==> config.mk <==
export PLATFORM = sky130hd
export DESIGN_NAME = unordered_key_list_table
export DESIGN_NICKNAME = d
export VERILOG_FILES = /design/src/rtl/ukl_pkg.sv /design/src/rtl/ukl_mem.sv /design/src/rtl/ukl_ctrl.sv /design/src/rtl/unordered_key_list_table.sv
export SDC_FILE = /design/constraint.sdc
export NUM_CORES = 1
export LEC_CHECK = 0
export BUFFER_PORTS_ARGS = -buffer_cell sky130_fd_sc_hd__buf_2
export CAP_MARGIN = 30
export CORE_MARGIN = 8
export CORE_UTILIZATION = 55
export DETAILED_ROUTE_END_ITERATION = 7
export PLACE_DENSITY = 0.73
export REMOVE_ABC_BUFFERS = 1
export SYNTH_ARGS = -nofsm -noshare
export SYNTH_HDL_FRONTEND = slang
export SYNTH_SLANG_ARGS = --single-unit
==> constraint.sdc <==
create_clock -name clk_i -period 7.8 [get_ports clk_i]
set_clock_uncertainty 0.1 [all_clocks]
set_input_delay 0.39 -clock clk_i [delete_from_list [all_inputs] [get_ports clk_i]]
set_output_delay 0.39 -clock clk_i [all_outputs]
set_load 0.1 [all_outputs]
==> src/rtl/ukl_pkg.sv <==
// Shared types and constants of the unordered key list table.
`timescale 1ns / 1ps

package ukl_pkg;

  localparam int unsigned CAPACITY_DEF = 8;
  localparam int unsigned KEY_W        = 32;
  localparam int unsigned STATUS_W     = 3;
  localparam int unsigned POS_W        = 4;

  typedef enum logic [1:0] {
    KIND_INSERT = 2'd0,
    KIND_SEARCH = 2'd1,
    KIND_DELETE = 2'd2,
    KIND_ALTER  = 2'd3
  } kind_e;

  typedef enum logic [STATUS_W-1:0] {
    STAT_OK        = 3'd0,
    STAT_DUPLICATE = 3'd1,
    STAT_FULL      = 3'd2,
    STAT_EMPTY     = 3'd3,
    STAT_NOTFOUND  = 3'd4
  } status_e;

  typedef enum logic [2:0] {
    S_IDLE,
    S_SCAN,
    S_ACT,
    S_SHIFT,
    S_DONE
  } state_e;

  typedef struct packed {
    status_e            status;
    logic [POS_W-1:0]   position;
    logic [POS_W-1:0]   entry_count;
  } res_t;

endpackage

==> src/rtl/ukl_mem.sv <==
// Key store: one write port, one read port with registered read data.
`timescale 1ns / 1ps

module ukl_mem #(
  parameter int unsigned DEPTH = ukl_pkg::CAPACITY_DEF,
  parameter int unsigned AW    = (DEPTH > 1) ? $clog2(DEPTH) : 1
) (
  input  logic                        clk_i,
  input  logic                        rd_en_i,
  input  logic [AW-1:0]               rd_addr_i,
  output logic [ukl_pkg::KEY_W-1:0]   rd_data_o,
  input  logic                        wr_en_i,
  input  logic [AW-1:0]               wr_addr_i,
  input  logic [ukl_pkg::KEY_W-1:0]   wr_data_i
);
  import ukl_pkg::*;

  logic [KEY_W-1:0] mem [DEPTH];
  logic [KEY_W-1:0] rd_data_q;

  always_ff @(posedge clk_i) begin
    if (wr_en_i) begin
      mem[wr_addr_i] <= wr_data_i;
    end
  end

  always_ff @(posedge clk_i) begin
    if (rd_en_i) begin
      rd_data_q <= mem[rd_addr_i];
    end
  end

  assign rd_data_o = rd_data_q;

endmodule

==> src/rtl/ukl_ctrl.sv <==
// Request sequencer: scans the key store, then inserts, alters or shifts entries down.
`timescale 1ns / 1ps

module ukl_ctrl #(
  parameter int unsigned CAPACITY = ukl_pkg::CAPACITY_DEF,
  parameter int unsigned AW       = (CAPACITY > 1) ? $clog2(CAPACITY) : 1,
  parameter int unsigned CNT_W    = $clog2(CAPACITY + 1)
) (
  input  logic                        clk_i,
  input  logic                        rst_ni,
  input  logic                        in_valid_i,
  output logic                        in_stall_o,
  input  ukl_pkg::kind_e              kind_i,
  input  logic [ukl_pkg::KEY_W-1:0]   key_i,
  input  logic [ukl_pkg::KEY_W-1:0]   new_key_i,
  output logic                        res_valid_o,
  input  logic                        res_take_i,
  output ukl_pkg::res_t               res_o,
  output logic                        rd_en_o,
  output logic [AW-1:0]               rd_addr_o,
  input  logic [ukl_pkg::KEY_W-1:0]   rd_data_i,
  output logic                        wr_en_o,
  output logic [AW-1:0]               wr_addr_o,
  output logic [ukl_pkg::KEY_W-1:0]   wr_data_o
);
  import ukl_pkg::*;

  state_e           state_q, state_d;
  kind_e            kind_q, kind_d;
  logic [KEY_W-1:0] key_q, key_d;
  logic [KEY_W-1:0] nkey_q, nkey_d;
  logic [CNT_W-1:0] cnt_q, cnt_d;
  logic [CNT_W-1:0] idx_q, idx_d;
  logic [CNT_W-1:0] pos_q, pos_d;
  logic [AW-1:0]    wptr_q, wptr_d;
  logic             rvld_q, rvld_d;
  status_e          status_q, status_d;

  logic in_acc;
  logic hit;
  logic scan_end;
  logic found;
  logic do_shift;
  logic shift_end;

  assign in_acc    = in_valid_i && !in_stall_o;
  assign hit       = rvld_q && (rd_data_i == key_q);
  assign scan_end  = hit || (idx_q == cnt_q);
  assign found     = (pos_q != '0);
  assign do_shift  = (kind_q == KIND_DELETE) && found;
  assign shift_end = (idx_q == cnt_q) && !rvld_q;

  // Next state
  always_comb begin
    state_d = state_q;
    case (state_q)
      S_IDLE:  if (in_valid_i) state_d = S_SCAN;
      S_SCAN:  if (scan_end) state_d = S_ACT;
      S_ACT:   state_d = do_shift ? S_SHIFT : S_DONE;
      S_SHIFT: if (shift_end) state_d = S_DONE;
      S_DONE:  if (res_take_i) state_d = S_IDLE;
      default: state_d = S_IDLE;
    endcase
  end

  // Outputs and datapath
  always_comb begin
    in_stall_o  = (state_q != S_IDLE);
    res_valid_o = (state_q == S_DONE);
    rd_en_o     = 1'b0;
    rd_addr_o   = idx_q[AW-1:0];
    wr_en_o     = 1'b0;
    wr_addr_o   = wptr_q;
    wr_data_o   = key_q;
    kind_d      = kind_q;
    key_d       = key_q;
    nkey_d      = nkey_q;
    cnt_d       = cnt_q;
    idx_d       = idx_q;
    pos_d       = pos_q;
    wptr_d      = wptr_q;
    rvld_d      = 1'b0;
    status_d    = status_q;
    case (state_q)
      S_IDLE: begin
        if (in_acc) begin
          kind_d = kind_i;
          key_d  = key_i;
          nkey_d = new_key_i;
          idx_d  = '0;
        end
      end
      S_SCAN: begin
        if (hit) begin
          pos_d = idx_q;
        end else if (idx_q == cnt_q) begin
          pos_d = '0;
        end else begin
          rd_en_o = 1'b1;
          idx_d   = idx_q + 1'b1;
          rvld_d  = 1'b1;
        end
      end
      S_ACT: begin
        status_d = STAT_OK;
        case (kind_q)
          KIND_INSERT: begin
            if (cnt_q == CNT_W'(CAPACITY)) begin
              status_d = STAT_FULL;
              pos_d    = '0;
            end else if (found) begin
              status_d = STAT_DUPLICATE;
            end else begin
              wr_en_o   = 1'b1;
              wr_addr_o = cnt_q[AW-1:0];
              wr_data_o = key_q;
              cnt_d     = cnt_q + 1'b1;
              pos_d     = cnt_q + 1'b1;
            end
          end
          KIND_SEARCH: begin
            if (!found) status_d = STAT_NOTFOUND;
          end
          KIND_DELETE: begin
            if (cnt_q == '0) begin
              status_d = STAT_EMPTY;
            end else if (!found) begin
              status_d = STAT_NOTFOUND;
            end else begin
              idx_d  = pos_q;
              wptr_d = AW'(pos_q - 1'b1);
            end
          end
          KIND_ALTER: begin
            if (cnt_q == '0) begin
              status_d = STAT_EMPTY;
            end else if (!found) begin
              status_d = STAT_NOTFOUND;
            end else begin
              wr_en_o   = 1'b1;
              wr_addr_o = AW'(pos_q - 1'b1);
              wr_data_o = nkey_q;
            end
          end
          default: status_d = STAT_OK;
        endcase
      end
      S_SHIFT: begin
        // Write back the entry read last cycle one slot lower.
        if (rvld_q) begin
          wr_en_o   = 1'b1;
          wr_addr_o = wptr_q;
          wr_data_o = rd_data_i;
          wptr_d    = wptr_q + 1'b1;
        end
        if (idx_q != cnt_q) begin
          rd_en_o = 1'b1;
          idx_d   = idx_q + 1'b1;
          rvld_d  = 1'b1;
        end else if (!rvld_q) begin
          cnt_d = cnt_q - 1'b1;
        end
      end
      S_DONE: begin
      end
      default: begin
      end
    endcase
  end

  assign res_o.status      = status_q;
  assign res_o.position    = POS_W'(pos_q);
  assign res_o.entry_count = POS_W'(cnt_q);

  always_ff @(posedge clk_i or negedge rst_ni) begin
    if (!rst_ni) begin
      state_q <= S_IDLE;
      cnt_q   <= '0;
      rvld_q  <= 1'b0;
    end else begin
      state_q <= state_d;
      cnt_q   <= cnt_d;
      rvld_q  <= rvld_d;
    end
  end

  always_ff @(posedge clk_i) begin
    kind_q   <= kind_d;
    key_q    <= key_d;
    nkey_q   <= nkey_d;
    idx_q    <= idx_d;
    pos_q    <= pos_d;
    wptr_q   <= wptr_d;
    status_q <= status_d;
  end

endmodule

==> src/rtl/unordered_key_list_table.sv <==
// Top level of the unordered key list table: sequencer, key store and result register.
`timescale 1ns / 1ps

// Keeps an unordered, compact list of up to CAPACITY signed 32-bit keys in
// a single-port-read synchronous memory, plus an entry count. Each item is
// an insert, search, delete or alter request and yields exactly one result
// item with a status, a 1-based position and the entry count after the
// request. One request is in flight at a time. The key store has one
// read port, so the scan for the key reads one entry per cycle, and a
// delete then walks the remaining entries once more to close the gap
// (one read and one write per cycle, overlapped). Insert and alter write
// a single entry. The result sits in an output register, so the next
// item is taken while a result still waits downstream. Reset clears only
// the count, the state and the valid flags; the store content is never
// read beyond the count, so it needs no clearing.

module unordered_key_list_table #(
  parameter int unsigned CAPACITY = ukl_pkg::CAPACITY_DEF
) (
  input  logic                           clk_i,
  input  logic                           rst_ni,
  input  logic                           in_valid_i,
  output logic                           in_stall_o,
  input  logic [1:0]                     kind_i,
  input  logic signed [ukl_pkg::KEY_W-1:0] key_i,
  input  logic signed [ukl_pkg::KEY_W-1:0] new_key_i,
  output logic                           out_valid_o,
  input  logic                           out_stall_i,
  output logic [ukl_pkg::STATUS_W-1:0]   status_o,
  output logic [ukl_pkg::POS_W-1:0]      position_o,
  output logic [ukl_pkg::POS_W-1:0]      entry_count_o
);
  import ukl_pkg::*;

  localparam int unsigned AW    = (CAPACITY > 1) ? $clog2(CAPACITY) : 1;
  localparam int unsigned CNT_W = $clog2(CAPACITY + 1);

  // Key store port wiring
  logic             rd_en;
  logic [AW-1:0]    rd_addr;
  logic [KEY_W-1:0] rd_data;
  logic             wr_en;
  logic [AW-1:0]    wr_addr;
  logic [KEY_W-1:0] wr_data;

  // Result hand-off from the sequencer
  logic res_valid;
  logic res_take;
  res_t res;

  // Output register
  logic out_valid_q, out_valid_d;
  res_t out_q;

  ukl_ctrl #(
    .CAPACITY (CAPACITY),
    .AW       (AW),
    .CNT_W    (CNT_W)
  ) u_ctrl (
    .clk_i       (clk_i),
    .rst_ni      (rst_ni),
    .in_valid_i  (in_valid_i),
    .in_stall_o  (in_stall_o),
    .kind_i      (kind_e'(kind_i)),
    .key_i       (key_i),
    .new_key_i   (new_key_i),
    .res_valid_o (res_valid),
    .res_take_i  (res_take),
    .res_o       (res),
    .rd_en_o     (rd_en),
    .rd_addr_o   (rd_addr),
    .rd_data_i   (rd_data),
    .wr_en_o     (wr_en),
    .wr_addr_o   (wr_addr),
    .wr_data_o   (wr_data)
  );

  ukl_mem #(
    .DEPTH (CAPACITY),
    .AW    (AW)
  ) u_mem (
    .clk_i     (clk_i),
    .rd_en_i   (rd_en),
    .rd_addr_i (rd_addr),
    .rd_data_o (rd_data),
    .wr_en_i   (wr_en),
    .wr_addr_i (wr_addr),
    .wr_data_i (wr_data)
  );

  // Move a finished result into the output register whenever it is empty
  // or being drained this cycle; otherwise hold it in the sequencer.
  assign res_take = res_valid && (!out_valid_q || !out_stall_i);

  always_comb begin
    out_valid_d = out_valid_q;
    if (res_take) begin
      out_valid_d = 1'b1;
    end else if (!out_stall_i) begin
      out_valid_d = 1'b0;
    end
  end

  always_ff @(posedge clk_i or negedge rst_ni) begin
    if (!rst_ni) begin
      out_valid_q <= 1'b0;
    end else begin
      out_valid_q <= out_valid_d;
    end
  end

  always_ff @(posedge clk_i) begin
    if (res_take) begin
      out_q <= res;
    end
  end

  assign out_valid_o   = out_valid_q;
  assign status_o      = out_q.status;
  assign position_o    = out_q.position;
  assign entry_count_o = out_q.entry_count;

endmodule

== Word level (Yosys, flattened, before mapping) ==
Memories as Yosys holds them, arrays and structs flattened. A register that Yosys moved wholly into a read port is not among the register bits.
Index checks and enable logic that the tools add are counted.
Operators by class
  add/subtract/negate cells: 5
  equality and inequality tests: 31
  mux-type cells: 59
  reductions and logical operators: 26
Operators by type and width (number)
  $mux 32: 4
  $mux 4: 16
  $pmux 32 s2: 1
  $mux 3: 15
  $eq 32x32->1: 1
  $ne 2x1->1 const B: 9
  $ne 2x2->1 const B: 9
  $pmux 4 s2: 2
  $pmux 4 s4: 1
  $pmux 3 s5: 1
  $mux 1: 13
  $pmux 3 s2: 2
  $pmux 3 s3: 1
  $add 4x1->4 const B: 2
  $reduce_and 4->1: 2
  $reduce_and 8->1: 1
  $reduce_bool 4->1: 2
  $eq 3x2->1 const B: 2
  $pmux 1 s2: 3
  $reduce_and 6->1: 1
  $logic_and 1x1->1: 5
  $eq 2x2->1 const B: 2
  $eq 4x4->1: 1
  $eq 4x4->1 const B: 1
  other kinds (19): 24
Word-level totals
  register bits: 100
  RAM bits: 256
  bits of input ports: 70
  logic and storage cells: 136
  memories kept: 1
Memory list
  u_mem.mem: depth 8, width 32, read ports 1, clocked after memory_dff 1, write ports 1, RTL line ukl_mem.sv:18  | logic [KEY_W-1:0] mem [DEPTH];

== Longest topological paths before layout ==
Gate-level depths: netlist of the first run.
  word-level depth: 7
  gate-level depth with buffers: 9

== Cells and area by module ==
From an unflattened synthesis of the first run, not the netlist that was laid out.
Second synthesis, totals
  cell total of the unflattened synthesis: 825
  area total of the unflattened synthesis: 15707.6 um^2
Modules (own cells, without submodules)
  ukl_mem: times used 1, cells an instance 415, area each 10786.6 um^2
  ukl_ctrl: times used 1, cells an instance 396, area each 4546.9 um^2
  unordered_key_list_table: times used 1, cells an instance 14, area each 374.1 um^2

== Worst setup path before layout of the first run ==
No wires, ideal clock.
  path kind: reg-to-reg
  from: register u_ctrl.cnt_q[0]
  to: memory u_mem.mem[0][0], enable pin
  library setup time: 0.502 ns
  arrival time: 4.978 ns
  required time: 7.198 ns
  setup slack: 2.220 ns
  stages on the path, launching flop included: 8
  period minus slack after synthesis: 5.580 ns
  cell sequence: dfrtp_1 -> inv_1 -> ha_1 -> or3b_1 -> buf_2 -> o221a_4 -> a311o_2 -> nor4_1
On the way
  longest elaborated chain between the ends: 6
Ends and longest elaborated chain
  from (decl): RTL line ukl_ctrl.sv:32  | logic [CNT_W-1:0] cnt_q, cnt_d;
  from (signal assigned): RTL line ukl_ctrl.sv:182  | cnt_q <= cnt_d;
  $eq 4x4->1 or $logic_not 4->1 (tied branches): RTL line ukl_ctrl.sv:108, ukl_ctrl.sv:135
  $mux 1, on equally long branches: RTL line ukl_ctrl.sv:108, ukl_ctrl.sv:135
  $pmux 1 s2: RTL line ukl_ctrl.sv:106  | case (kind_q)
  $pmux 1 s2: RTL line ukl_ctrl.sv:84  | case (state_q)
  $mux 1: RTL line ukl_mem.sv:22  | if (wr_en_i) begin
  $mux 1 (not written as such): RTL line ukl_mem.sv:23  | mem[wr_addr_i] <= wr_data_i;
  to (decl): RTL line ukl_mem.sv:18
Parallel ways exist; a longest one is shown, timed or not.

== Worst setup path in the final report of the first run ==
  from: register u_ctrl.cnt_q[0]
  to: memory u_mem.mem[5][9], enable pin
Same word-level chain as after synthesis.

==> summary.md, run 1 <==
| Metric | Value |
|---|---|
| Outcome | complete, no violations |
| Worst Hold Launch | out_stall_i |
| Number of synthesized flops with an enable pin | ~380 |
| Synth unique cells | 52 |
| Unrepaired setup endpoints after global routing | false |
| Leakage power summed over all cells | about 6.4 nW |
| Type of destination of the critical path | flip-flop |
| Die Span X | 184 µm |
| Total detailed-routing wirelength | 33.7 mm |
| Path category of the worst min-delay check | primary input to flip-flop |
| Via Count | between 8000 and 9000 |
| Classification of the worst setup path | flip-flop to flip-flop |
| DP HPWL | ~18 mm |
| Worst EP required | between 7 and 8 ns |
| Total of max-cap violations | 0 |
| Number of buffers inserted during clock tree synthesis | between 40 and 50 |
| Basic-gate share of the synthesized area counting and, or, nand and nor cells | 0.0387 |
| Total count of max-transition violations in the final report | 0 |
| Worst flop-to-flop path endpoint | u_mem.mem[5][9] |
| Register-to-register setup slack | slightly above 4 ns |
| Endpoint, Worst Hold | out_valid_o |
| Arr. time, crit path | about 3.8 ns |
| Total global routing overflow | 0 |
| Main combinational cell family by area after synthesis | multiplexers |
| Final setup TNS | 0 ns |
| Proportion of synthesized flip-flops having asynchronous set or reset | 0.0232 |
| Height of the die | approximately 180 µm |
| List of cells traversed by the critical path | inv_1 > ha_1 > nor3b_1 > o22a_2 > o221a_4 > a311oi_1 > nor3_2 > buf_4 |
| Count of input and output buffers | 82 |
| Vias in the first global route | roughly 8600 |
| Final-layout worst hold slack | about 0.05 ns |
| Wire length of the first global-routing pass | 50.7 mm |
| Number of instances on the worst hold path | 3 |
| Maximum number of pins on one net before global-route repair | 68 |
| Gp weighted congestion | 0.878 |
| Sequential share of the synthesized area | 0.748 |
| Antenna-violating nets left | 0 |
| Most used DFF post-synth | sky130_fd_sc_hd__edfxtp_1 |
| Synth Instances | between 800 and 900 |
| Synth Cell Area | around 0.016 mm² |
| Worst-path cell with the longest stage delay | sky130_fd_sc_hd__nor3b_1 |
| Mux cell area share after synthesis | 0.118 |
| Startpoint type of the worst setup path | flip-flop |
| Root Buffer Master | sky130_fd_sc_hd__clkbuf_16 |
| Number of buffers added for setup after CTS | 0 |
| Mean instance size in the synthesized netlist | 18.9 µm² |
| Number of warnings reported in the yosys synthesis log | 0 |
| Top cells by instance count after synthesis | sky130_fd_sc_hd__edfxtp_1, sky130_fd_sc_hd__mux4_2, sky130_fd_sc_hd__inv_1, sky130_fd_sc_hd__mux2_2, sky130_fd_sc_hd__xor2_1 |
| Layout-stage area growth over the synthesis result | 19.1% |
| Initial antenna violation count | 0 |
| Maximum resistive drop on vdd | 0.245 mV |
| Highest attainable clock frequency | ~270 MHz |
| Clock latency on the worst-skew pair | about 0.54 ns |
| Number of H-tree branching levels | 2 |
| Final routed DRC violation total | 0 |
| Number of diodes added for antenna fixing | 0 |
| Total setup violations reported at the end of the flow | 0 |
| Fraction of final layout cells sized beyond drive strength 1 | 0.270 |
| Initial Util | 0.558 |
| TritonCTS clock tree | done |
| Worst-path fanout max | 26 |
| Start point of the critical path | u_ctrl.cnt_q[0] |
| Die Outline Area | roughly 0.034 mm² |
| Maximum root-to-sink buffer count | 3 |
| FF-to-FF Start | u_ctrl.cnt_q[0] |
| Library cell with the largest summed area after synthesis | sky130_fd_sc_hd__edfxtp_1 |
| Final routed wire length divided by cell count | 24.1 µm |
| Part of the cycle the worst path needs | 0.480 |
| Number of storage elements in the synthesis netlist | a little under 400 |
| IO Pins | between 80 and 90 |
| Logic depth of the worst register-to-register path | 8 |
| Via count normalized by instance count | between 6 and 7 |
| Final Hold Fails | 0 |
| CTS sink cnt | ~390 |
| Max-Slew Margin vs Limit | 0.339 |
| Cell area power density | 377 mW/mm² |
| Area contributors post-synth | sky130_fd_sc_hd__edfxtp_1, sky130_fd_sc_hd__mux4_2, sky130_fd_sc_hd__mux2_2 |
| Critical path's largest stage delay | between 0.5 and 0.6 ns |
| Final worst path period need | 3.74 ns |
| Area share of the leading cell type in the synthesized netlist | 0.734 |
| Adder-cell share of the synthesized area | 0.00807 |
| Core area | 0.0278 mm² |
| Number of nets at the end of the flow | roughly 1100 |
| Most used standard cell by instance count after synthesis | sky130_fd_sc_hd__edfxtp_1 |
| Number of iterations in the first detailed-routing pass | 5 |
| Worst Tran Pin Value | between 0.9 and 1 ns |
| Area fraction in compound gates after synthesis | 0.0412 |
| Global Route Usage Sum | 0.199 |
| Register clock-pin slew on the reported worst setup and hold paths | approximately 0.06 ns |
| First-iteration detailed-routing DRC count | 861 |
| Number of placement rows | 61 |
| XOR/XNOR share of the synthesized area | 0.0248 |
[where the power goes]
group | internal, mW | switching, mW
registers | 2.90 | 0.218
clock network | 1.13 | 0.789
logic | 0.773 | 1.16
[how the worst max path moves through the flow]
stage                                   to  slack (ns)
after floorplan            u_mem.mem[0][0]        2.25
after global placement    u_mem.mem[5][28]        4.18
after detailed placement  u_mem.mem[5][31]        4.07
after CTS                 u_mem.mem[5][12]        4.04
after global routing      u_mem.mem[5][25]        3.83
final                      u_mem.mem[5][9]        4.06
[cells by family after synthesis]
group	Yosys count
buf+inv	80
fa+ha+maj	10
flops	388
mux	99
xor+xnor	44
compound gates	82
simple gates	116
[critical path: cells and delay by family (launching register included)]
family / cells / cell delay, ns
AO/OA/AOI/OAI: 3 / 0.68
adder cells (fa/ha/maj): 1 / 0.27
buffers and inverters: 2 / 0.68
flip-flops: 1 / 0.49
AND/OR/NAND/NOR: 2 / 1.15
[per-layer routing]
layer | wire length (µm) | GRT usage | vias up
met1 | 13600 | 0.265 | 4357
met5 | 0 | 0 | -
met2 | 16700 | 0.331 | 399
met4 | 775 | 0.0561 | 0
met3 | 2670 | 0.0403 | 61
li1 | - | - | 3666
[state kept, by name, summed over array words and instances (netlist names)]
| register | count |
|---|---|
| u_ctrl.key_q | 32 |
| u_ctrl.wptr_q | 3 |
| u_ctrl.kind_q | 2 |
| u_mem.mem | 256 |
| out_valid_o | 1 |
| u_ctrl.state_q | 3 |
| status_o | 3 |
| u_ctrl.cnt_q | 4 |
| position_o | 4 |
| u_ctrl.nkey_q | 32 |
| u_ctrl.rvld_q | 1 |
| u_mem.rd_data_o | 32 |
| u_ctrl.idx_q | 4 |
| u_ctrl.pos_q | 4 |
| entry_count_o | 4 |
| u_ctrl.status_q | 3 |
[through the flow]
stage               total power, mW  instance area (µm²)   util  cells  setup WS (ns)
floorplan                      4.47                15300      -    781           2.25
global placement               4.98                16400  0.591   1257           4.18
detailed placement             5.04                16400  0.592   1259           4.07
CTS                            6.99                18500  0.664   1402           4.04
global route                   7.26                18500  0.665   1403           3.83
finish                         6.97                18500  0.665   1403           4.06
[cell type report]
type	count	area (µm²)
clock buffers	51	1080
clock inverters	25	256
fillers	1845	9300
inverters	42	158
multi-input cells	351	3650
flip-flops and latches	388	11600
well taps	378	473
repair buffers	168	1260
[cell usage in the layout (no fill, tap or decap), drive strengths merged, types with 2 or more instances in the layout]
cell         netlist  final
nor4              14     14
dlygate4sd3        0     67
bufinv             0      4
nand2b             6      6
o21ai             18     18
mux4              64     64
a21oi             12     12
nor3b              2      2
ha                10     10
clkbuf            26     51
xnor2             11     11
inv               42     44
xor2              33     33
and2               3      3
a21boi             2      2
a222oi            31     31
o22ai              2      2
nand3b             3      3
nand3             12     12
or3                3      3
or3b               2      2
nor3              11     11
a31oi              3      3
dfrtp              9      9
nand2             26     26
clkinvlp           0      2
edfxtp           379    379
nand4              5      5
a21o               2      2
buf               12    101
mux2              34     34
nor2              24     24
o31ai              2      2
clkinv             0     17
[timing repair]
action / in CTS / in global routing
setup endpoints to repair: 0 / 0
hold buffers: 67 / 0
endpoints found under the hold margin: 75 / 0
resized for setup: 0 / 0
Power figures use the tool's default switching activity.
==> inputs of run 2 (changes only) <==
--- a/config.mk
+++ b/config.mk
@@ -10,7 +10,7 @@
 export CORE_MARGIN = 8
 export CORE_UTILIZATION = 55
 export DETAILED_ROUTE_END_ITERATION = 7
-export PLACE_DENSITY = 0.73
+export PLACE_DENSITY = 0.76
 export REMOVE_ABC_BUFFERS = 1
 export SYNTH_ARGS = -nofsm -noshare
 export SYNTH_HDL_FRONTEND = slang
==> constraint.sdc (replaced) <==
create_clock -name clk_i -period 3.2 [get_ports clk_i]
set_clock_uncertainty 0.1 [all_clocks]
set_input_delay 0.16 -clock clk_i [delete_from_list [all_inputs] [get_ports clk_i]]
set_output_delay 0.16 -clock clk_i [all_outputs]
set_load 0.1 [all_outputs]
==> summary.md, run 2 (synthesis gave the netlist of run 1 again) <==
| Metric | Value |
|---|---|
| Type of destination of the critical path | flip-flop |
| Classification of the worst setup path | flip-flop to flip-flop |
| Seq pwr share | 0.438 (-0.010) |
| Clock latency on the worst-skew pair | 0.53 ns (about the same) |
| Startpoint type of the worst setup path | flip-flop |
| Final routed DRC violation total | 0 (unchanged) |
| Number of diodes added for antenna fixing | 0 (unchanged) |
| Leakage power summed over all cells | 6.53 nW (+2.5%) |
| Number of buffers inserted during clock tree synthesis | 39 (-4.9%) |
| Number of iterations in the first detailed-routing pass | 8 (+3) |
| Final routed wire length divided by cell count | 24.7 µm (+2.7%) |
| Final worst path period need | 3.15 ns (-0.598 ns) |
| Height of the die | 184 µm (unchanged) |
| Outcome | complete, no violations |
| Final Hold Fails | 0 (unchanged) |
| Number of buffers and inverters on the critical path | 2 (unchanged) |
| Start point of the critical path | u_ctrl.kind_q[0] |
| Worst Hold Launch | in_valid_i |
| DP HPWL | 19.5 mm (+8.6%) |
| Critical path's largest stage delay | 0.53 ns (-0.05 ns) |
| Most frequent cells in the layout | sky130_fd_sc_hd__edfxtp_1, sky130_fd_sc_hd__buf_2, sky130_fd_sc_hd__dlygate4sd3_1 |
| Cell area power density | 910 mW/mm² (+140%) |
| Routed metal-1 wirelength | 13.5 mm (-1.2%) |
| Worst flop-to-flop path endpoint | u_mem.mem[2][12] |
| List of cells traversed by the critical path | inv_1 > ha_1 > or4b_4 > nor4_1 > o21ai_0 > and3_4 > nor4_4 > bufbuf_16 |
| Total global routing overflow | 0 (unchanged) |
| Number of placement rows | 61 (unchanged) |
| Total setup violations reported at the end of the flow | 0 (unchanged) |
| Most common cell after layout, fill and taps aside | sky130_fd_sc_hd__edfxtp_1 |
| Worst-path cell with the longest stage delay | sky130_fd_sc_hd__or4b_4 |
| Final worst-path setup slack | 0.0540 ns (-4.00 ns) |
| Maximum root-to-sink buffer count | 3 (unchanged) |
| Design Area, Final | 0.0188 mm² (+1.8%) |
| Maximum resistive drop on vdd | 0.706 mV (+190%) |
| Max FFs per register | 256 (unchanged) |
| Register ranked first by flip-flop count | u_mem.mem |
| Unrepaired setup endpoints after global routing | true |
| Initial antenna violation count | 1 (+1) |
| Die Outline Area | 0.0338 mm² (unchanged) |
| Clock network power share | 0.258 (-0.017) |
| Path category of the worst min-delay check | primary input to flip-flop |
| Total of max-cap violations | 0 (unchanged) |
| Number of nets at the end of the flow | 1097 (+2.3%) |
| Worst-path fanout max | 16 (-38%) |
| Register-to-register setup slack | 0.05 ns (-4.00 ns) |
| Count of input and output buffers | 82 (unchanged) |
| Worst slack after detailed placement | 0.0483 ns (-4.02 ns) |
| Wire length on met2 | 18.2 mm (+9.2%) |
| Part of the cycle the worst path needs | 0.983 (+0.503) |
| Met3 wirelength from detailed routing | 2.64 mm (-1.2%) |
| Via Count | 8557 (+0.87%) |
| Placed cells | 1280 (+1.7%) |
| Register clock-pin slew on the reported worst setup and hold paths | 0.06 ns (about the same) |
| Total count of max-transition violations in the final report | 0 (unchanged) |
| Total detailed-routing wirelength | 35.1 mm (+4.0%) |
| Arr. time, crit path | 3.26 ns (-0.56 ns) |
| Global Route Usage Sum | 0.207 (+0.00826) |
| Vias in the first global route | 9217 (+6.8%) |
| Area after DPL | 0.0167 mm² (+1.9%) |
| Die Span X | 184 µm (unchanged) |
| Endpoint, Worst Hold | u_ctrl.state_q[0] |
| Number of instances on the worst hold path | 5 (+2) |
| Maximum number of pins on one net before global-route repair | 67 (-1.5%) |
| Wire length of the first global-routing pass | 52.9 mm (+4.3%) |
| Portion of total power attributed to combinational logic | 0.304 (+0.027) |
| CTS sink cnt | 388 (unchanged) |
| Final-layout worst hold slack | 0.0858 ns (+0.0350 ns) |
| Sw frac | 0.314 (+0.00402) |
| Antenna-violating nets left | 0 (unchanged) |
| Highest attainable clock frequency | 318 MHz (+19%) |
| Final core occ | 0.677 (+0.0122) |
| Root Buffer Master | sky130_fd_sc_hd__clkbuf_16 |
| Final setup TNS | 0 ns (unchanged) |
| P_int | 11.7 mW (+140%) |
| Logic depth of the worst register-to-register path | 8 (unchanged) |
| Core area | 0.0278 mm² (unchanged) |
| Fraction of final layout cells sized beyond drive strength 1 | 0.291 (+0.0205) |
| Via count normalized by instance count | 6.03 (-0.34%) |
| Switching power | 5.38 mW (+150%) |
| Max-Slew Margin vs Limit | 0.505 (+0.166) |
| Worst EP required | 3.32 ns (-4.55 ns) |
| Layout-stage area growth over the synthesis result | 21.3% |
| FF-to-FF Start | u_ctrl.kind_q[0] |
| Kind of cell with the highest combined delay on the critical path | simple AND/OR/NAND/NOR gates |
| Gp weighted congestion | 0.897 (+2.2%) |
| IO Pins | 83 (unchanged) |
| Total power | 17.1 mW (+150%) |
| Initial Util | 0.558 (unchanged) |
| TritonCTS clock tree | done |
| Worst Tran Pin Value | 0.743 ns (-0.245 ns) |
| Count of fill cells added during filler insertion | 1775 (-3.8%) |
| First-iteration detailed-routing DRC count | 978 (+14%) |
| Number of H-tree branching levels | 2 (unchanged) |
| Highest routed metal layer | met4 |
| Number of non-filler instances in the completed layout | 1420 (+1.2%) |
[run 2: cell types whose count changed in the layout (fill, tap and decap cells not counted), sizes merged]
cell and delta:
buf +22, clkinvlp +1, inv -2, clkinv -4, dlygate4sd3 +2, clkbuf -3
bufbuf +1
[run 2: area by class of cell]
class / count / area (µm²) / area share
Clock buffer: 46 / 1000 / 0.0533
Clock inverter: 20 / 225 / 0.0120
Timing Repair Buffer: 195 / 1630 / 0.0868
Tap cell: 378 / 473 / 0.0251
Multi-Input combinational cell: 351 / 3720 / 0.198
Inverter: 42 / 158 / 0.00838
Sequential cell: 388 / 11600 / 0.617
[run 2: worst max-delay path by stage]
stage | slack, ns | endpoint | cells past startpoint
after floorplan | -2.35 | u_mem.mem[0][0] | 6
after global placement | 0.15 | u_mem.mem[4][8] | 7
after detailed placement | 0.05 | u_mem.mem[4][8] | 7
after CTS | 0.01 | u_mem.mem[4][20] | 7
after global routing | -0.07 | u_mem.mem[2][12] | 8
final | 0.05 | u_mem.mem[2][12] | 8
[run 2: power by group through the flow]
stage / combinational (mW) / sequential (mW) / clock [mW]
after floorplan: 2.90 / 8.00 / 0
after global placement: 4.88 / 7.53 / 0
after detailed placement: 5.02 / 7.56 / 0
after CTS: 5.13 / 7.48 / 4.47
after global routing: 5.61 / 7.56 / 4.67
final: 5.21 / 7.50 / 4.42
[run 2: tightest hold or removal path: cells and delay by family]
family	cells	cell delay (ns)
AO/OA/AOI/OAI	2	0.19
AND/OR/NAND/NOR	2	0.22
buffers and inverters	1	0.09
[run 2: layer usage]
metal,track usage,up-vias
met4,0.0710,0
met1,0.253,4371
met5,0,-
met3,0.0453,65
li1,-,3707
met2,0.362,414
[run 2: repair_timing]
| item | 4_1_cts | 5_1_grt |
|---|---|---|
| resized for setup | 0 | 22 |
| setup endpoints to repair | 0 | 191 |
| endpoints found under the hold margin | 77 | 0 |
| buffers inserted | 0 | 1 |
| hold buffers | 69 | 0 |
==> inputs of run 3 (changes only) <==
--- a/config.mk
+++ b/config.mk
@@ -5,12 +5,13 @@
 export SDC_FILE = /design/constraint.sdc
 export NUM_CORES = 1
 export LEC_CHECK = 0
+export ABC_AREA = 1
 export BUFFER_PORTS_ARGS = -buffer_cell sky130_fd_sc_hd__buf_2
 export CAP_MARGIN = 30
 export CORE_MARGIN = 8
 export CORE_UTILIZATION = 55
 export DETAILED_ROUTE_END_ITERATION = 7
-export PLACE_DENSITY = 0.76
+export PLACE_DENSITY = 0.73
 export REMOVE_ABC_BUFFERS = 1
 export SYNTH_ARGS = -nofsm -noshare
 export SYNTH_HDL_FRONTEND = slang
==> summary.md, run 3 <==
| Metric | Value |
|---|---|
| Unrepaired setup endpoints after global routing | false |
| Number of diodes added for antenna fixing | 0 (unchanged) |
| Initial antenna violation count | 0 (-1) |
| Most used standard cell by instance count after synthesis | sky130_fd_sc_hd__edfxtp_1 |
| Number of instances on the worst hold path | 3 (-2) |
| Synth unique cells | 41 (-21%) |
| Area share of the leading cell type in the synthesized netlist | 0.700 (-0.0335) |
| Type of destination of the critical path | flip-flop |
| Outcome | complete, no violations |
| FF-to-FF Start | u_ctrl.cnt_q[0] |
| Final setup TNS | 0 ns (unchanged) |
| Number of H-tree branching levels | 2 (unchanged) |
| Arr. time, crit path | 2.78 ns (-0.48 ns) |
| Critical path's largest stage delay | 0.48 ns (-0.05 ns) |
| Classification of the worst setup path | flip-flop to flip-flop |
| Max FFs per register | 256 (unchanged) |
| Clock latency on the worst-skew pair | 0.56 ns (+0.03 ns) |
| Top cells by instance count after synthesis | sky130_fd_sc_hd__edfxtp_1, sky130_fd_sc_hd__nor2_1, sky130_fd_sc_hd__nand2_1, sky130_fd_sc_hd__o21ai_0, sky130_fd_sc_hd__inv_1 |
| Total setup violations reported at the end of the flow | 0 (unchanged) |
| Number of synthesized flops with an enable pin | 379 (unchanged) |
| Maximum root-to-sink buffer count | 3 (unchanged) |
| Worst-path fanout max | 32 (+16) |
| Final routed DRC violation total | 0 (unchanged) |
| Worst EP required | 3.31 ns (about the same) |
| Worst Tran Pin Value | 0.952 ns (+0.209 ns) |
| # resized after CTS | 0 (unchanged) |
| Fraction of final layout cells sized beyond drive strength 1 | 0.138 (-0.152) |
| Total global routing overflow | 0 (unchanged) |
| Placed cells | 1782 (+39%) |
| Cell area power density | 534 mW/mm² (-41%) |
| Area contributors post-synth | sky130_fd_sc_hd__edfxtp_1, sky130_fd_sc_hd__nor2_1, sky130_fd_sc_hd__o21ai_0 |
| Die Span X | 188 µm (+2.2%) |
| Max-Slew Margin vs Limit | 0.364 (-0.140) |
| Register ranked first by flip-flop count | u_mem.mem |
| Mean instance size in the synthesized netlist | 12.1 µm² (-36%) |
| Total of max-cap violations | 0 (unchanged) |
| Worst-path cell with the longest stage delay | sky130_fd_sc_hd__dfrtp_1 |
| Number of iterations in the first detailed-routing pass | 7 (-1) |
| Synth Cell Area | 0.0163 mm² (+4.8%) |
| Via count normalized by instance count | 5.79 (-3.9%) |
| Number of buffers added for setup after CTS | 0 (unchanged) |
| Final worst path period need | 2.67 ns (-0.480 ns) |
| Layout-stage area growth over the synthesis result | 18.4% |
| Register-to-register setup slack | 0.53 ns (+0.48 ns) |
| Maximum resistive drop on vdd | 0.503 mV (-29%) |
| Final routed wire length divided by cell count | 21.0 µm (-15%) |
| Endpoint, Worst Hold | u_ctrl.state_q[0] |
| Startpoint type of the worst setup path | flip-flop |
| Total detailed-routing wirelength | 40.3 mm (+15%) |
| Via Count | 11135 (+30%) |
| Global Route Usage Sum | 0.224 (+0.0161) |
| Final core occ | 0.655 (-0.0228) |
| Path category of the worst min-delay check | primary input to flip-flop |
| Maximum number of pins on one net before global-route repair | 77 (+15%) |
| DP HPWL | 22.7 mm (+17%) |
| Height of the die | 188 µm (+2.2%) |
| Total count of max-transition violations in the final report | 0 (unchanged) |
| Core area | 0.0294 mm² (+5.8%) |
| Most common cell after layout, fill and taps aside | sky130_fd_sc_hd__edfxtp_1 |
| First-iteration detailed-routing DRC count | 1103 (+13%) |
| Number of warnings reported in the yosys synthesis log | 0 (unchanged) |
| Die Outline Area | 0.0353 mm² (+4.4%) |
| Proportion of synthesized flip-flops having asynchronous set or reset | 0.0232 (unchanged) |
| Initial Util | 0.553 (-0.00549) |
| Number of placement rows | 63 (+3.3%) |
| IO Pins | 83 (unchanged) |
| Logic depth of the worst register-to-register path | 12 (+4) |
| CTS sink cnt | 388 (unchanged) |
| Part of the cycle the worst path needs | 0.833 (-0.150) |
| Worst Hold Launch | in_valid_i |
| Worst flop-to-flop path endpoint | u_mem.mem[5][21] |
| Library cell with the largest summed area after synthesis | sky130_fd_sc_hd__edfxtp_1 |
| Number of buffers inserted during clock tree synthesis | 40 (+2.6%) |
| Root Buffer Master | sky130_fd_sc_hd__clkbuf_16 |
| Highest attainable clock frequency | 375 MHz (+18%) |
| Number of nets at the end of the flow | 1583 (+44%) |
| Register clock-pin slew on the reported worst setup and hold paths | 0.06 ns (about the same) |
| Number of storage elements in the synthesis netlist | 388 (unchanged) |
| Antenna-violating nets left | 0 (unchanged) |
| Leakage power summed over all cells | 7.01 nW (+7.4%) |
| TritonCTS clock tree | done |
| Sequential share of the synthesized area | 0.714 (-0.0342) |
| List of cells traversed by the critical path | inv_1 > ha_1 > nand3_2 > inv_2 > nor2_4 > nand2_2 > o22ai_1 > nand2_1 > nand2_1 > nand2_2 > nor2_4 > buf_12 |
| Most used DFF post-synth | sky130_fd_sc_hd__edfxtp_1 |
| Most frequent cells in the layout | sky130_fd_sc_hd__edfxtp_1, sky130_fd_sc_hd__nor2_1, sky130_fd_sc_hd__nand2_1 |
| Wire length of the first global-routing pass | 61.5 mm (+16%) |
| Synth Instances | 1347 (+64%) |
| Gp weighted congestion | 0.904 (+0.80%) |
| Number of non-filler instances in the completed layout | 1923 (+35%) |
| Vias in the first global route | 11134 (+21%) |
| Final Hold Fails | 0 (unchanged) |
| Count of input and output buffers | 82 (unchanged) |
## run 3: changes by cell type after synthesis, sizes merged, moves of 56 or more
cell,previous run,this run
inv,42,98
mux4,64,0
nand2,26,151
nor2,24,273
o21ai,18,194
## run 3: metrics by stage
step	hold slack [ns]	cell area (µm²)	total power, mW	setup slack (ns)
2_1_floorplan	-0.236	15900	5.61	-1.92
3_3_place_gp	-0.0658	17200	5.65	0.621
3_5_place_dp	-0.0683	17200	5.65	0.554
4_1_cts	0.0344	19200	10.3	0.549
5_1_grt	0.0848	19200	10.5	0.421
6_report	0.0594	19200	10.3	0.534
## run 3: worst max path at each step
stage / startpoint / end / slack [ns] / cells past startpoint
CTS: u_ctrl.cnt_q[0] / u_mem.mem[1][25] / 0.55 / 12
detailed placement: u_ctrl.cnt_q[0] / u_mem.mem[1][11] / 0.55 / 12
global placement: u_ctrl.cnt_q[0] / u_mem.mem[1][11] / 0.62 / 12
finish: u_ctrl.cnt_q[0] / u_mem.mem[5][21] / 0.53 / 12
global route: u_ctrl.cnt_q[1] / u_mem.mem[1][20] / 0.42 / 11
floorplan: u_ctrl.state_q[0] / u_ctrl.key_q[0] / -1.92 / 3
## run 3: final cells by class
type                    count  area, µm²
flip-flops and latches    388      11600
fillers                  2111      10200
multi-input cells         798       4020
repair buffers            177       1430
clock buffers              53       1090
well taps                 390        488
inverters                  98        372
clock inverters            19        234
## run 3: cells by family after synthesis
family,share of synthesized area
simple gates,0.116
buf+inv,0.0429
xor+xnor,0.0108
flops,0.714
compound gates,0.108
fa+ha+maj,0.00770
## run 3: worst max-delay path: cells and delay by family, from the launching register on
family	cells	cell delay [ns]
and+or+nand+nor	7	0.81
AOI/OAI and AO/OA	1	0.19
buffers and inverters	3	0.44
adders and majority gates	1	0.30
DFF	1	0.48
## run 3: what timing repair did
item	CTS	global route
hold buffers	69	0
hold endpoints to repair	77	0
endpoints found under the setup margin	0	0
## run 3: metal layers
layer,part of all wire,track usage,up-vias,wire length (µm)
met2,0.49,0.371,598,19600
met5,0,0,-,0
met3,0.087,0.0425,109,3530
met1,0.39,0.286,5298,15800
met4,0.036,0.0942,0,1430
li1,-,-,5130,-
## run 3: power breakdown
group | total, mW | switching, mW | internal, mW
Combinational | 0.112 | 0.0281 | 0.0840
Sequential | 5.50 | 0.0000000000000000237 | 5.50
Clock | 4.66 | 1.92 | 2.74
